### src/hw/rtl/gce_pkg.sv
// Shared constants, types and a helper function for the GPRMC coordinate extractor.
`default_nettype none

package gce_pkg;

    localparam logic [7:0] CH_DOLLAR = 8'h24;
    localparam logic [7:0] CH_G      = 8'h47;
    localparam logic [7:0] CH_P      = 8'h50;
    localparam logic [7:0] CH_R      = 8'h52;
    localparam logic [7:0] CH_M      = 8'h4D;
    localparam logic [7:0] CH_C      = 8'h43;
    localparam logic [7:0] CH_A      = 8'h41;
    localparam logic [7:0] CH_COMMA  = 8'h2C;

    localparam logic [2:0] HDR_DONE       = 3'd6;
    localparam logic [2:0] VALIDATE_READY = 3'd2;
    localparam logic [2:0] FIELD_LAT      = 3'd3;
    localparam logic [2:0] FIELD_LON      = 3'd5;
    localparam logic [2:0] FIELD_END      = 3'd7;

    typedef struct packed {
        logic [7:0] data;
        logic       wr_lat;
        logic       wr_lon;
        logic       clr_stores;
        logic       clr_fills;
        logic       burst_run;
    } t_cmd;

    typedef struct packed {
        logic burst_end;
    } t_sts;

    function automatic logic [7:0] hdr_char(input logic [2:0] pos);
        logic [7:0] ch;
        case (pos)
            3'd0:    ch = CH_DOLLAR;
            3'd1:    ch = CH_G;
            3'd2:    ch = CH_P;
            3'd3:    ch = CH_R;
            3'd4:    ch = CH_M;
            3'd5:    ch = CH_C;
            default: ch = 8'h00;
        endcase
        return ch;
    endfunction

endpackage

`default_nettype wire

### src/hw/rtl/gprmc_coordinate_extractor_core.sv
// Top level of the GPRMC coordinate extractor.
// The block takes one received byte per cycle while it parses a sentence. The comma that closes
// the sixth field starts a read-out of 2*COORD_SIZE beats, latitude slots first and then
// longitude slots, one store slot per cycle while the output is not stalled, through a single
// output register; the input stays stalled until the last slot has been loaded into it.
`default_nettype none

module gprmc_coordinate_extractor_core #(
    parameter int COORD_SIZE = 16
) (
    input  wire logic       i_clk,
    input  wire logic       i_rst_n,
    input  wire logic       i_in_valid,
    output logic            o_in_stall,
    input  wire logic [7:0] i_rx_byte,
    output logic            o_out_valid,
    input  wire logic       i_out_stall,
    output logic            o_coord_select,
    output logic [7:0]      o_coord_char,
    output logic            o_last_char
);
    import gce_pkg::*;

    t_cmd cmd;
    t_sts sts;

    gce_ctrl u_ctrl (
        .i_clk      (i_clk),
        .i_rst_n    (i_rst_n),
        .i_in_valid (i_in_valid),
        .i_rx_byte  (i_rx_byte),
        .i_sts      (sts),
        .o_cmd      (cmd),
        .o_in_stall (o_in_stall)
    );

    gce_dpath #(
        .COORD_SIZE (COORD_SIZE)
    ) u_dpath (
        .i_clk          (i_clk),
        .i_rst_n        (i_rst_n),
        .i_cmd          (cmd),
        .i_out_stall    (i_out_stall),
        .o_sts          (sts),
        .o_out_valid    (o_out_valid),
        .o_coord_select (o_coord_select),
        .o_coord_char   (o_coord_char),
        .o_last_char    (o_last_char)
    );

endmodule

`default_nettype wire

### src/hw/rtl/gce_ctrl.sv
// Controller: header matching, comma counting and the parse/burst state machine.
`default_nettype none

module gce_ctrl (
    input  wire logic          i_clk,
    input  wire logic          i_rst_n,
    input  wire logic          i_in_valid,
    input  wire logic [7:0]    i_rx_byte,
    input  wire gce_pkg::t_sts i_sts,
    output gce_pkg::t_cmd      o_cmd,
    output logic               o_in_stall
);
    import gce_pkg::*;

    localparam logic ST_PARSE = 1'b0;
    localparam logic ST_BURST = 1'b1;

    logic       r_state, n_state;
    logic [2:0] r_hdr, n_hdr;
    logic [2:0] r_comma, n_comma;
    logic [2:0] comma_inc;
    logic       take;

    assign take       = i_in_valid && (r_state == ST_PARSE);
    assign comma_inc  = r_comma + 3'd1;
    assign o_in_stall = (r_state == ST_BURST);

    always_comb begin
        n_state         = r_state;
        n_hdr           = r_hdr;
        n_comma         = r_comma;
        o_cmd           = '0;
        o_cmd.data      = i_rx_byte;
        o_cmd.burst_run = (r_state == ST_BURST);
        case (r_state)
            ST_PARSE: begin
                if (take) begin
                    if (r_hdr < HDR_DONE) begin
                        if (i_rx_byte == hdr_char(r_hdr)) begin
                            n_hdr = r_hdr + 3'd1;
                        end else begin
                            n_hdr = 3'd0;
                        end
                    end else if (i_rx_byte == CH_COMMA) begin
                        if (comma_inc == FIELD_END) begin
                            n_hdr           = 3'd0;
                            n_comma         = 3'd0;
                            o_cmd.clr_fills = 1'b1;
                            n_state         = ST_BURST;
                        end else begin
                            n_comma = comma_inc;
                        end
                    end else if (r_comma == VALIDATE_READY) begin
                        if (i_rx_byte == CH_A) begin
                            o_cmd.clr_stores = 1'b1;
                            o_cmd.clr_fills  = 1'b1;
                        end else begin
                            n_hdr   = 3'd0;
                            n_comma = 3'd0;
                        end
                    end else if (r_comma inside {[FIELD_LAT:FIELD_LON - 3'd1]}) begin
                        o_cmd.wr_lat = 1'b1;
                    end else if (r_comma inside {[FIELD_LON:FIELD_END - 3'd1]}) begin
                        o_cmd.wr_lon = 1'b1;
                    end
                end
            end
            ST_BURST: begin
                if (i_sts.burst_end) begin
                    n_state = ST_PARSE;
                end
            end
            default: begin
                n_state = ST_PARSE;
            end
        endcase
    end

    always_ff @(posedge i_clk) begin
        if (!i_rst_n) begin
            r_state <= ST_PARSE;
            r_hdr   <= 3'd0;
            r_comma <= 3'd0;
        end else begin
            r_state <= n_state;
            r_hdr   <= n_hdr;
            r_comma <= n_comma;
        end
    end

endmodule

`default_nettype wire

### src/hw/rtl/gce_dpath.sv
// Datapath: latitude and longitude stores, fill counters, burst read-out and output register.
`default_nettype none

module gce_dpath #(
    parameter int COORD_SIZE = 16
) (
    input  wire logic          i_clk,
    input  wire logic          i_rst_n,
    input  wire gce_pkg::t_cmd i_cmd,
    input  wire logic          i_out_stall,
    output gce_pkg::t_sts      o_sts,
    output logic               o_out_valid,
    output logic               o_coord_select,
    output logic [7:0]         o_coord_char,
    output logic               o_last_char
);
    import gce_pkg::*;

    localparam int IW = $clog2(COORD_SIZE);
    localparam logic [IW-1:0] IDX_LAST = IW'(COORD_SIZE - 1);

    logic [7:0]    r_lat [COORD_SIZE];
    logic [7:0]    r_lon [COORD_SIZE];
    logic [IW-1:0] r_lat_fill;
    logic [IW-1:0] r_lon_fill;
    logic [IW-1:0] r_idx;
    logic          r_sel;
    logic          r_out_valid;
    logic          r_out_sel;
    logic [7:0]    r_out_char;
    logic          r_out_last;

    logic load;
    logic at_last;

    assign load    = i_cmd.burst_run && (!r_out_valid || !i_out_stall);
    assign at_last = r_sel && (r_idx == IDX_LAST);

    assign o_sts.burst_end = load && at_last;

    assign o_out_valid    = r_out_valid;
    assign o_coord_select = r_out_sel;
    assign o_coord_char   = r_out_char;
    assign o_last_char    = r_out_last;

    always_ff @(posedge i_clk) begin
        if (!i_rst_n || i_cmd.clr_stores) begin
            for (int i = 0; i < COORD_SIZE; i++) begin
                r_lat[i] <= 8'h00;
                r_lon[i] <= 8'h00;
            end
        end else if (i_cmd.wr_lat) begin
            if (r_lat_fill < IDX_LAST) begin
                r_lat[r_lat_fill] <= i_cmd.data;
            end else begin
                r_lat[IDX_LAST] <= 8'h00;
            end
        end else if (i_cmd.wr_lon) begin
            if (r_lon_fill < IDX_LAST) begin
                r_lon[r_lon_fill] <= i_cmd.data;
            end else begin
                r_lon[IDX_LAST] <= 8'h00;
            end
        end
    end

    always_ff @(posedge i_clk) begin
        if (!i_rst_n) begin
            r_lat_fill <= '0;
            r_lon_fill <= '0;
        end else if (i_cmd.clr_fills) begin
            r_lat_fill <= '0;
            r_lon_fill <= '0;
        end else begin
            if (i_cmd.wr_lat && (r_lat_fill < IDX_LAST)) begin
                r_lat_fill <= r_lat_fill + 1'b1;
            end
            if (i_cmd.wr_lon && (r_lon_fill < IDX_LAST)) begin
                r_lon_fill <= r_lon_fill + 1'b1;
            end
        end
    end

    always_ff @(posedge i_clk) begin
        if (!i_rst_n) begin
            r_idx       <= '0;
            r_sel       <= 1'b0;
            r_out_valid <= 1'b0;
        end else if (load) begin
            r_out_valid <= 1'b1;
            if (at_last) begin
                r_idx <= '0;
                r_sel <= 1'b0;
            end else if (r_idx == IDX_LAST) begin
                r_idx <= '0;
                r_sel <= 1'b1;
            end else begin
                r_idx <= r_idx + 1'b1;
            end
        end else if (!i_out_stall) begin
            r_out_valid <= 1'b0;
        end
    end

    always_ff @(posedge i_clk) begin
        if (load) begin
            r_out_sel  <= r_sel;
            r_out_char <= r_sel ? r_lon[r_idx] : r_lat[r_idx];
            r_out_last <= at_last;
        end
    end

endmodule

`default_nettype wire

### config.mk
export PLATFORM = sky130hd
export DESIGN_NAME = gprmc_coordinate_extractor_core
export DESIGN_NICKNAME = d
export VERILOG_FILES = /design/src/hw/rtl/gce_pkg.sv /design/src/hw/rtl/gprmc_coordinate_extractor_core.sv /design/src/hw/rtl/gce_ctrl.sv /design/src/hw/rtl/gce_dpath.sv
export SDC_FILE = /design/constraint.sdc
export NUM_CORES = 1
export LEC_CHECK = 0
export BUFFER_PORTS_ARGS = -buffer_cell sky130_fd_sc_hd__buf_2
export CORE_MARGIN = 5
export CORE_UTILIZATION = 55
export CTS_CLUSTER_SIZE = 20
export DETAILED_ROUTE_END_ITERATION = 6
export GPL_TIMING_DRIVEN = 0
export PLACE_DENSITY_LB_ADDON = 0.3
export SLEW_MARGIN = 20
export SYNTH_ARGS = -nofsm -noshare
export SYNTH_HDL_FRONTEND = slang
export SYNTH_SLANG_ARGS = --single-unit
### constraint.sdc
create_clock -name i_clk -period 3.95 [get_ports i_clk]
set_input_delay 0.9875 -clock i_clk [delete_from_list [all_inputs] [get_ports i_clk]]
set_output_delay 0.9875 -clock i_clk [all_outputs]
set_load 0.03 [all_outputs]
==> flow_summary.yaml, run 1 <==
run_status:
  outcome: "finished, violations left"
  violations: "DRC"
clocking:
  worstSkewPairLatency_ns: 0.55
  h-tree-depth: 1
  root_buffer: "clkbuf_16"
  cts_tree: "done"
  hold_buffers: 0
  cts-buffers-inserted: 29
  postCtsSetupRepairBufs: 0
  cts.sinks: 291
  cts_resized: 0
  clkTransAtPathRegs_ns: 0.06
  cts_buffer_depth: 3
floorplanning:
  dieArea_sq_um: 27520
  start_util_pct: 55.46
  die_y_um: 165.9
  rows: 57
  coreArea_sq_um: 24110
  die_x_um: 165.9
  io_pins: 24
timing:
  worst_slew_pin_slew_ns: 1.042
  clock-skew-final_ns: 0.01061
  period_share_pct: 81.26
  worst_slack_ns: 0.7403
  slew_viol_final: 0
  fin_crit_ns: 3.210
  tns_ns: 0
  setup_viol: 0
  rsz0062_at_grt: "no"
  fmax_mhz: 311.6
  max-slew-margin-rel_pct: 30.05
  hold_violations: 0
worst_setup_path:
  max_stage_delay_ns: 0.78
  critPathArrivalTime_ns: 3.50
  start_kind: "flip-flop"
  critPathCapture: "u_dpath.o_coord_char[7]"
  crit_path_max_fanout: 10
  cp-end-kind: "flip-flop"
  worstReg2RegEnd: "u_dpath.o_coord_char[7]"
  required_ns: 4.24
  reg2reg_slack_ns: 0.74
  path_cells: "clkbuf_1 -> clkbuf_1 -> mux4_2 -> mux4_2 -> mux2_2"
  crit_type: "reg2reg"
  reg2reg_depth: 5
  crit_slowest_cell: "clkbuf_1"
power_and_ir_drop:
  total_power_mw: 6.819
  p_leak_nw: 4.834
  powerDensity_nw_per_um2: 453.9
  ir_drop_mv: 0.2885
logic_synthesis:
  yosysTopAreaCell: "edfxtp_1"
  synthesis.area_sq_um: 13370
  syn-instance-count: 978
  ys_seq_area_share_pct: 63.50
  synthArstFlopShare_pct: 0
  ys_top_cells_by_area: "edfxtp_1 (60%), mux4_2 (13%), nor2_1 (7.0%)"
  yosysWarnings: 0
  synth_edf_count: 266
  synth_cell_types: 58
  synth-main-ff-cell: "edfxtp_1"
  syn_avg_cell_area_sq_um: 13.67
  synth_top_area_share_pct: 59.75
  ys_ff_latch: 291
drt:
  drt-vias-per-instance: 6.249
  ant_nets: 0
  drt_wl_total_mm: 35.78
  vias: 8724
  drt_iter0_drc: 1416
  drc: 27
  wire_per_inst_um: 25.63
  first_pass_iters: 7
flow_run:
  max-cap-violations: 0
place:
  portBuffers: 21
  place_congestion: 0.8992
  dpl.hpwl_mm: 24.96
  pre_cts_ws_ns: 0.3272
  dp_cells: 1343
cells_and_area:
  most-common-layout-cells: "edfxtp_1 (266), nor2_1 (248), nand2_1 (85)"
  nFillCells: 1814
  area_growth_syn_to_layout_pct: 12.38
  seqCellArea_sq_um: 8488
  finalCoreUtilization_pct: 62.32
  layout_commonest_cell: "edfxtp_1"
  antenna_cells: 0
  nNetsFinal: 1080
  drive_gt1_share_pct: 19.22
  finalNonFillerCells: 1396
  multi_input_area_sq_um: 4487
grt:
  antenna_found_initial: 3
  grt_overflow: 0
  grt_pass1_wl_mm: 52.73
  grt_max_degree: 16
  grt_pass1_vias: 8528
  grt_usage_pct: 25.70
hold_path:
  hp-class: "reg2reg"
## synthesized netlist by cell type (4+ instances only)
cell type / count
or2_2: 5
dfxtp_1: 25
or3_1: 7
nor2_1: 248
o21ai_0: 24
mux2_2: 9
nand4_1: 7
buf_2: 18
nand2_1: 85
nand3_1: 8
buf_1: 6
and3_1: 6
nand2b_1: 4
clkbuf_1: 35
ha_1: 18
nor3_1: 5
a21o_1: 12
buf_4: 10
mux4_2: 80
nor2b_1: 8
buf_6: 7
and2_1: 8
a21oi_1: 11
inv_1: 15
edfxtp_1: 266
or4_1: 5
## worst min path at each step
stage	cells after the start	end	start	slack [ns]
2_1_floorplan	0	u_dpath.o_coord_select	u_dpath.r_sel	0.41
3_3_place_gp	0	u_dpath.o_coord_select	u_dpath.r_sel	0.41
3_5_place_dp	0	u_dpath.o_coord_select	u_dpath.r_sel	0.42
4_1_cts	0	u_dpath.o_coord_select	u_dpath.r_sel	0.43
5_1_grt	0	u_dpath.o_coord_select	u_dpath.r_sel	0.45
6_report	0	u_dpath.o_coord_select	u_dpath.r_sel	0.43
## critical path, delay by kind of cell (launching register included)
kind	cells	cell delay, ns
mux	3	1.26
flops	1	0.31
buf+inv	2	1.38
## power breakdown
part | internal [mW] | switching [mW] | total [mW]
Combinational | 0.0885 | 0.168 | 0.256
Sequential | 3.49 | 0.0427 | 3.53
Clock | 1.87 | 1.16 | 3.03
## registers in the layout (all words and copies together), names as in the netlist, named ones only
signal                  cells
u_ctrl.o_in_stall           1
u_ctrl.r_comma              3
u_ctrl.r_hdr                3
u_dpath.o_coord_char        8
u_dpath.o_coord_select      1
u_dpath.o_last_char         1
u_dpath.o_out_valid         1
u_dpath.r_idx               4
u_dpath.r_lat             128
u_dpath.r_lat_fill          4
u_dpath.r_lon             128
u_dpath.r_lon_fill          4
u_dpath.r_sel               1
## area by class of cell
cell class	count	share of cell area [%]
tap	324	2.698
clock inverter	15	1.641
timing repair buffer	26	0.9494
sequential	291	56.50
clock buffer	38	5.322
multi-input combinational	611	29.87
buffer	76	2.648
inverter	15	0.3748
## kinds of logic (layout without fill, tap and decap cells)
family,count (synthesis),count (layout),synth area share [%]
simple gates,405,405,12.83
flops,291,291,63.50
mux,91,91,14.39
buf+inv,91,170,3.398
compound gates,76,76,3.847
fa+ha+maj,18,18,1.685
xor+xnor,5,5,0.3277
other cells,1,16,0.02805
## metal layers
metal | vias to the layer above | global-route usage, % | share of wire [%]
met5 | - | 0 | 0.064
met2 | 624 | 39.03 | 45
met1 | 4284 | 37.09 | 38
met3 | 81 | 6.475 | 13
met4 | 4 | 8.250 | 3.4
li1 | 3731 | - | -
## stage by stage
step,hold slack [ns],instance area (sq um)
after global routing,0.4524,15020
final,0.4324,15020
after detailed placement,0.4194,13980
after floorplan,0.4064,13420
after global placement,0.4106,13930
after CTS,0.4329,15020
(Power assumes the default switching activity.)
==> run 2: changes to the inputs <==
Clock period 3.95 ns to 2.7 ns, I/O delays scaled along.
==> run 2 against run 1 <==
  * The run now ends clean
  * Power up 46%
  * Clock skew shrank 0.0024 ns
  * Sequential share of layout area shrank 0.60 points
  * Global-route usage about the same
  * Fmax increased by 20%
  * First-iteration DRC count fell by 7.7%
  * Utilization is 0.69 points higher
  * Combinational power increased by 52%
  * Sequential cell count unchanged
  * Clock-buffer cell count is the same
  * Worst hold slack improved by 0.0017 ns
  * Non-clock buffer count fell by 1
  * Critical endpoint is now u_dpath.r_lon[2][2]
==> flow_summary.yaml, run 2 (same netlist as run 1, synthesis figures left out) <==
run_status:
  outcome: "complete, no violations"
grt:
  grt_pass1_vias: 8546
  grt_pass1_wl_mm: 52.83
  grt_max_degree: 16
  antenna_found_initial: 3
  grt_overflow: 0
  grt_usage_pct: 25.72
cells_and_area:
  finalCoreUtilization_pct: 63.01
  antenna_cells: 0
  layout_commonest_cell: "edfxtp_1"
  final_area_sq_um: 15190
  most-common-layout-cells: "edfxtp_1 (266), nor2_1 (248), nand2_1 (85)"
  drive_gt1_share_pct: 23.34
  nFillCells: 1777
  area_growth_syn_to_layout_pct: 13.63
  nNetsFinal: 1079
worst_setup_path:
  required_ns: 2.88
  worstReg2RegEnd: "u_dpath.r_lon[2][2]"
  max_stage_delay_ns: 0.57
  critPathArrivalTime_ns: 2.86
  reg2reg_depth: 6
  path_buf_inv: 1
  start_kind: "flip-flop"
  path_cells: "and4b_1 -> o31a_2 -> and3_1 -> clkbuf_1 -> nand2_1 -> o21ai_2"
  crit_path_max_fanout: 8
  crit_type: "reg2reg"
  crit_slowest_cell: "o21ai_2"
  cp_top_family: "compound AO/OA/AOI/OAI gates"
  r2r-start: "u_ctrl.r_hdr[1]"
  cp-end-kind: "flip-flop"
  reg2reg_slack_ns: 0.03
clocking:
  root_buffer: "clkbuf_16"
  clkTransAtPathRegs_ns: 0.06
  cts-buffers-inserted: 29
  h-tree-depth: 1
  worstSkewPairLatency_ns: 0.55
  hold_buffers: 0
  cts_tree: "done"
  cts_buffer_depth: 3
  cts.sinks: 291
place:
  dpl.hpwl_mm: 24.96
  dpl_cell_area_sq_um: 13980
  place_congestion: 0.8992
  portBuffers: 21
floorplanning:
  start_util_pct: 55.46
  rows: 57
  io_pins: 24
  die_y_um: 165.9
  die_x_um: 165.9
  dieArea_sq_um: 27520
  coreArea_sq_um: 24110
timing:
  rsz0062_at_grt: "yes"
  hold_violations: 0
  max-slew-margin-rel_pct: 55.33
  fin_crit_ns: 2.672
  clock-skew-final_ns: 0.008206
  slew_viol_final: 0
  hold_slack_ns: 0.4342
  period_share_pct: 98.95
  setup_viol: 0
  fmax_mhz: 374.3
  worst_slew_pin_slew_ns: 0.6700
power_and_ir_drop:
  powerDensity_nw_per_um2: 657.3
  ir_drop_mv: 0.4210
  p_leak_nw: 4.887
drt:
  drt-vias-per-instance: 6.266
  vias: 8741
  ant_nets: 0
  first_pass_iters: 5
  drt_iter0_drc: 1307
  wire_per_inst_um: 25.74
  drt_wl_total_mm: 35.90
  drc: 0
flow_run:
  max-cap-violations: 0
hold_path:
  worstHoldEndpoint: "u_dpath.o_coord_select"
  hp-class: "reg2reg"
  min-delay-start: "u_dpath.r_sel"
  worstHoldPathCells: 0
[run 2: cell count changes in the layout (fill, tap and decap cells not counted), moves of 3 or more]
cell      delta
a41o_1       -3
a21o_1      -11
buf_1        -4
o21ai_2     +11
a21o_2       +9
buf_2        +5
clkbuf_2     +3
a41o_2       +3
o21ai_1     -16
o21ai_4      +5
clkbuf_1     -6
[run 2: final cells by class]
class	count	area, sq um	area share, %
plain buffers	74	400.4	2.636
clock buffers	38	799.5	5.264
clock inverters	15	246.5	1.623
inverters	15	56.30	0.3707
multi-input cells	611	4641	30.55
flip-flops and latches	291	8491	55.90
well taps	324	405.4	2.669
repair buffers	27	150.1	0.9885
[run 2: where the power goes]
group          total [mW]  leakage, nW  switching (mW)  internal (mW)
Combinational       0.388         1.64           0.249          0.139
Clock                4.43        0.515            1.69           2.74
Sequential           5.17         2.73          0.0621           5.11
[run 2: layer usage]
layer / up-vias / wire length, um / GRT usage, %
met4: 4 / 1247 / 8.178
met5: - / 23 / 0
met2: 613 / 16300 / 39.01
li1: 3725 / - / -
met1: 4312 / 13600 / 37.12
met3: 87 / 4729 / 6.617
[run 2: how the worst max path moves through the flow]
stage	slack, ns	start	end	cells past startpoint
after detailed placement	-0.61	i_rx_byte[7]	u_dpath.r_lat[15][5]	8
after global placement	-0.92	i_rx_byte[2]	u_dpath.r_lon[1][2]	8
after floorplan	0.02	i_rx_byte[2]	u_dpath.r_lon[15][0]	7
after CTS	-0.08	u_ctrl.r_hdr[1]	u_dpath.r_lon[10][1]	6
final	0.03	u_ctrl.r_hdr[1]	u_dpath.r_lon[2][2]	6
after global routing	-0.10	u_ctrl.r_hdr[1]	u_dpath.r_lon[2][1]	6
[run 2: what timing repair did]
action / in CTS / in global routing
pin swaps: 0 / 1
gates resized for setup: 28 / 24
endpoints found under the setup margin: 180 / 279
setup buffers: 0 / 1
endpoints found under the hold margin: 0 / 0
[run 2: metrics by stage]
stage	TNS [ns]	setup WS (ns)	power [mW]	cells
2_1_floorplan	0	0.01729	5.458	993
3_5_place_dp	-103.39	-0.6103	5.630	1343
6_report	0	0.02841	9.984	1395
5_1_grt	-4.509	-0.1037	10.21	1395
3_3_place_gp	-150.74	-0.9182	5.607	1338
4_1_cts	-0.5892	-0.07789	9.976	1395
==> run 3: changes to the inputs <==
Settings changed: SYNTH_HIERARCHICAL set to 1.
==> run 3 against run 2 <==
  * The flow now finishes with violations (setup timing)
  * Sequential power hardly changed
  * Clock power is 5.2% lower
  * Synthesized cell count is 3.0% lower
  * Register-to-register slack worse by 0.03 ns
  * Sequential cell count stayed put
  * Via count is 6.0% lower
  * Utilization is 2.0 points higher
  * Combinational power is 9.8% higher
  * Critical endpoint is now u_dpath/r_lat[4][0]
  * Largest power group unchanged
==> flow_summary.yaml, run 3 <==
run_status:
  outcome: "finished, violations left"
  violations: "setup timing"
timing:
  max-slew-margin-rel_pct: 43.17
  fin_crit_ns: 2.704
  fmax_mhz: 369.8
  tns_ns: -0.01755
  period_share_pct: 100.2
  slew_viol_final: 0
  hold_violations: 0
  worst_slew_pin_slew_ns: 0.8524
  setup_viol: 7
  clock-skew-final_ns: 0.008028
  worst_slack_ns: -0.004468
  rsz0062_at_grt: "yes"
power_and_ir_drop:
  ir_drop_mv: 0.3929
  powerDensity_nw_per_um2: 603.0
  p_leak_nw: 5.645
  total_power_mw: 9.785
drt:
  wire_per_inst_um: 24.44
  drt_wl_total_mm: 34.00
  drc: 0
  vias: 8220
  ant_nets: 0
  first_pass_iters: 5
  drt-vias-per-instance: 5.909
  drt_iter0_drc: 974
worst_setup_path:
  crit_path_max_fanout: 10
  required_ns: 3.10
  cp-end-kind: "flip-flop"
  reg2reg_slack_ns: -0.004
  reg2reg_depth: 9
  r2r-start: "u_ctrl/r_comma[0]"
  worstReg2RegEnd: "u_dpath/r_lat[4][0]"
  crit_type: "reg2reg"
  critPathArrivalTime_ns: 3.11
  start_kind: "flip-flop"
logic_synthesis:
  synth_edf_count: 266
  ys_seq_area_share_pct: 61.24
  synth_top_area_share_pct: 57.63
  synth_cell_types: 58
  yosysWarnings: 6
  synthArstFlopShare_pct: 0
  yosysMostFrequentCell: "edfxtp_1"
  syn_avg_cell_area_sq_um: 14.60
  ys_top_cells_by_area: "edfxtp_1 (58%), mux4_2 (13%), and2_1 (11%)"
  yosysTopAreaCell: "edfxtp_1"
  synthesis.area_sq_um: 13860
  synth-main-ff-cell: "edfxtp_1"
  synth_common_cells: "edfxtp_1 (266), and2_1 (241), mux4_2 (80), clkbuf_1 (54)"
  ys_ff_latch: 291
  syn-instance-count: 949
clocking:
  cts_tree: "done"
  h-tree-depth: 1
  cts.sinks: 291
  hold_buffers: 0
  clkTransAtPathRegs_ns: 0.06
  root_buffer: "clkbuf_16"
  worstSkewPairLatency_ns: 0.55
  cts-buffers-inserted: 31
  cts_buffer_depth: 3
cells_and_area:
  most-common-layout-cells: "edfxtp_1 (266), and2_1 (241), mux4_2 (80)"
  drive_gt1_share_pct: 28.09
  seqCellArea_sq_um: 8506
  finalCoreUtilization_pct: 65.00
  layout_commonest_cell: "edfxtp_1"
  antenna_cells: 0
  nFillCells: 1761
  area_growth_syn_to_layout_pct: 17.08
  nNetsFinal: 1071
  multi_input_area_sq_um: 5394
floorplanning:
  io_pins: 24
  coreArea_sq_um: 24960
  die_y_um: 168.7
  die_x_um: 168.7
  rows: 58
  dieArea_sq_um: 28470
  start_util_pct: 55.52
grt:
  antenna_found_initial: 1
  grt_max_degree: 17
  grt_pass1_wl_mm: 50.42
  grt_pass1_vias: 8291
  grt_usage_pct: 23.70
  grt_overflow: 0
hold_path:
  worstHoldPathCells: 3
  hp-class: "in2reg"
  min-delay-start: "i_out_stall"
  worstHoldEndpoint: "u_dpath/o_out_valid"
place:
  dpl.hpwl_mm: 22.90
  portBuffers: 23
  place_congestion: 0.8785
flow_run:
  max-cap-violations: 0
==> run 3: cell types whose count changed in the layout (fill, tap and decap cells not counted), sizes merged, moves of 7 or more <==
cell and delta:
and2 +233, nor2 -224, nand2 -66, nand2b +20, and3 +13, a21o -11
inv +11, clkbuf +9, a21oi +8, or3 -7
==> run 3: repair_timing <==
| action | 4_1_cts | 5_1_grt |
|---|---|---|
| cloned | 1 | 1 |
| gates resized for setup | 70 | 45 |
| setup endpoints to repair | 504 | 392 |
| hold endpoints to repair | 0 | 0 |
| setup buffers | 15 | 8 |
| pin swaps | 6 | 9 |
==> run 3: report_power, final <==
group / internal [mW] / switching (mW) / leakage, nW / total (mW)
clock network: 2.48 / 1.72 / 0.493 / 4.20
registers: 5.10 / 0.0571 / 2.73 / 5.16
logic: 0.149 / 0.277 / 2.42 / 0.426
==> run 3: worst max path at each step <==
stage / cells after the start / end / startpoint
6_report: 9 / u_dpath/r_lat[4][0] / u_ctrl/r_comma[0]
5_1_grt: 9 / u_dpath/r_lat[4][0] / u_ctrl/r_comma[1]
4_1_cts: 6 / u_dpath/r_lat[1][4] / u_ctrl/o_in_stall
3_5_place_dp: 8 / u_dpath/r_lon[13][5] / i_rx_byte[5]
3_3_place_gp: 8 / u_dpath/r_lon[13][5] / i_rx_byte[5]
2_1_floorplan: 6 / u_dpath/r_lat[0][0] / i_rx_byte[1]
==> run 3: kinds of logic (layout without fill, tap and decap cells) <==
kind of cell	count (synthesis)	in the layout	synth area share, %
other	1	16	0.02706
flip-flops	291	291	61.24
XOR/XNOR	3	3	0.1896
AO/OA/AOI/OAI	63	63	2.862
buffers and inverters	102	199	3.367
AND/OR/NAND/NOR	377	377	16.53
multiplexers	90	90	13.79
adder cells (fa/ha/maj)	22	22	1.986
==> run 3: layout make-up <==
type                    instances  share of cell area [%]
plain buffers                  69                   2.899
clock buffers                  37                   4.919
clock inverters                20                   1.241
inverters                      25                  0.5937
multi-input cells             571                   33.24
flip-flops and latches        291                   52.42
well taps                     330                   2.545
repair buffers                 48                   2.144
==> run 3: metrics by stage <==
| stage | instances | hold slack [ns] | instance area [sq um] | setup WS [ns] |
|---|---|---|---|---|
| 6_report | 1391 | 0.3772 | 16230 | -0.004468 |
| 5_1_grt | 1391 | 0.3839 | 16230 | -0.07205 |
| 4_1_cts | 1384 | 0.3619 | 15980 | -0.04431 |
| 3_5_place_dp | 1317 | 0.4514 | 14630 | -0.8267 |
| 3_3_place_gp | 1317 | 0.4369 | 14630 | -0.8073 |
| 2_1_floorplan | 964 | 0.4217 | 14100 | -0.08772 |
==> run 3: worst max-delay path, cell delays in order (launching register included) <==
cell      delay (ns)
dfxtp_4         0.35
inv_4           0.05
ha_4            0.15
nand2b_1        0.09
nand4_1         0.22
nor3b_4         0.30
clkbuf_4        0.26
nand2_1         0.27
nor2_1          0.60
and2_1          0.26
==> run 3: routing by layer <==
layer  vias to the layer above  GRT usage [%]  share of wire [%]
met5                         -              0                  0
met4                         0          7.198                2.8
met3                        66          4.834                8.9
met2                       372          38.33                 49
met1                      4128          32.94                 40
li1                       3654              -                  -
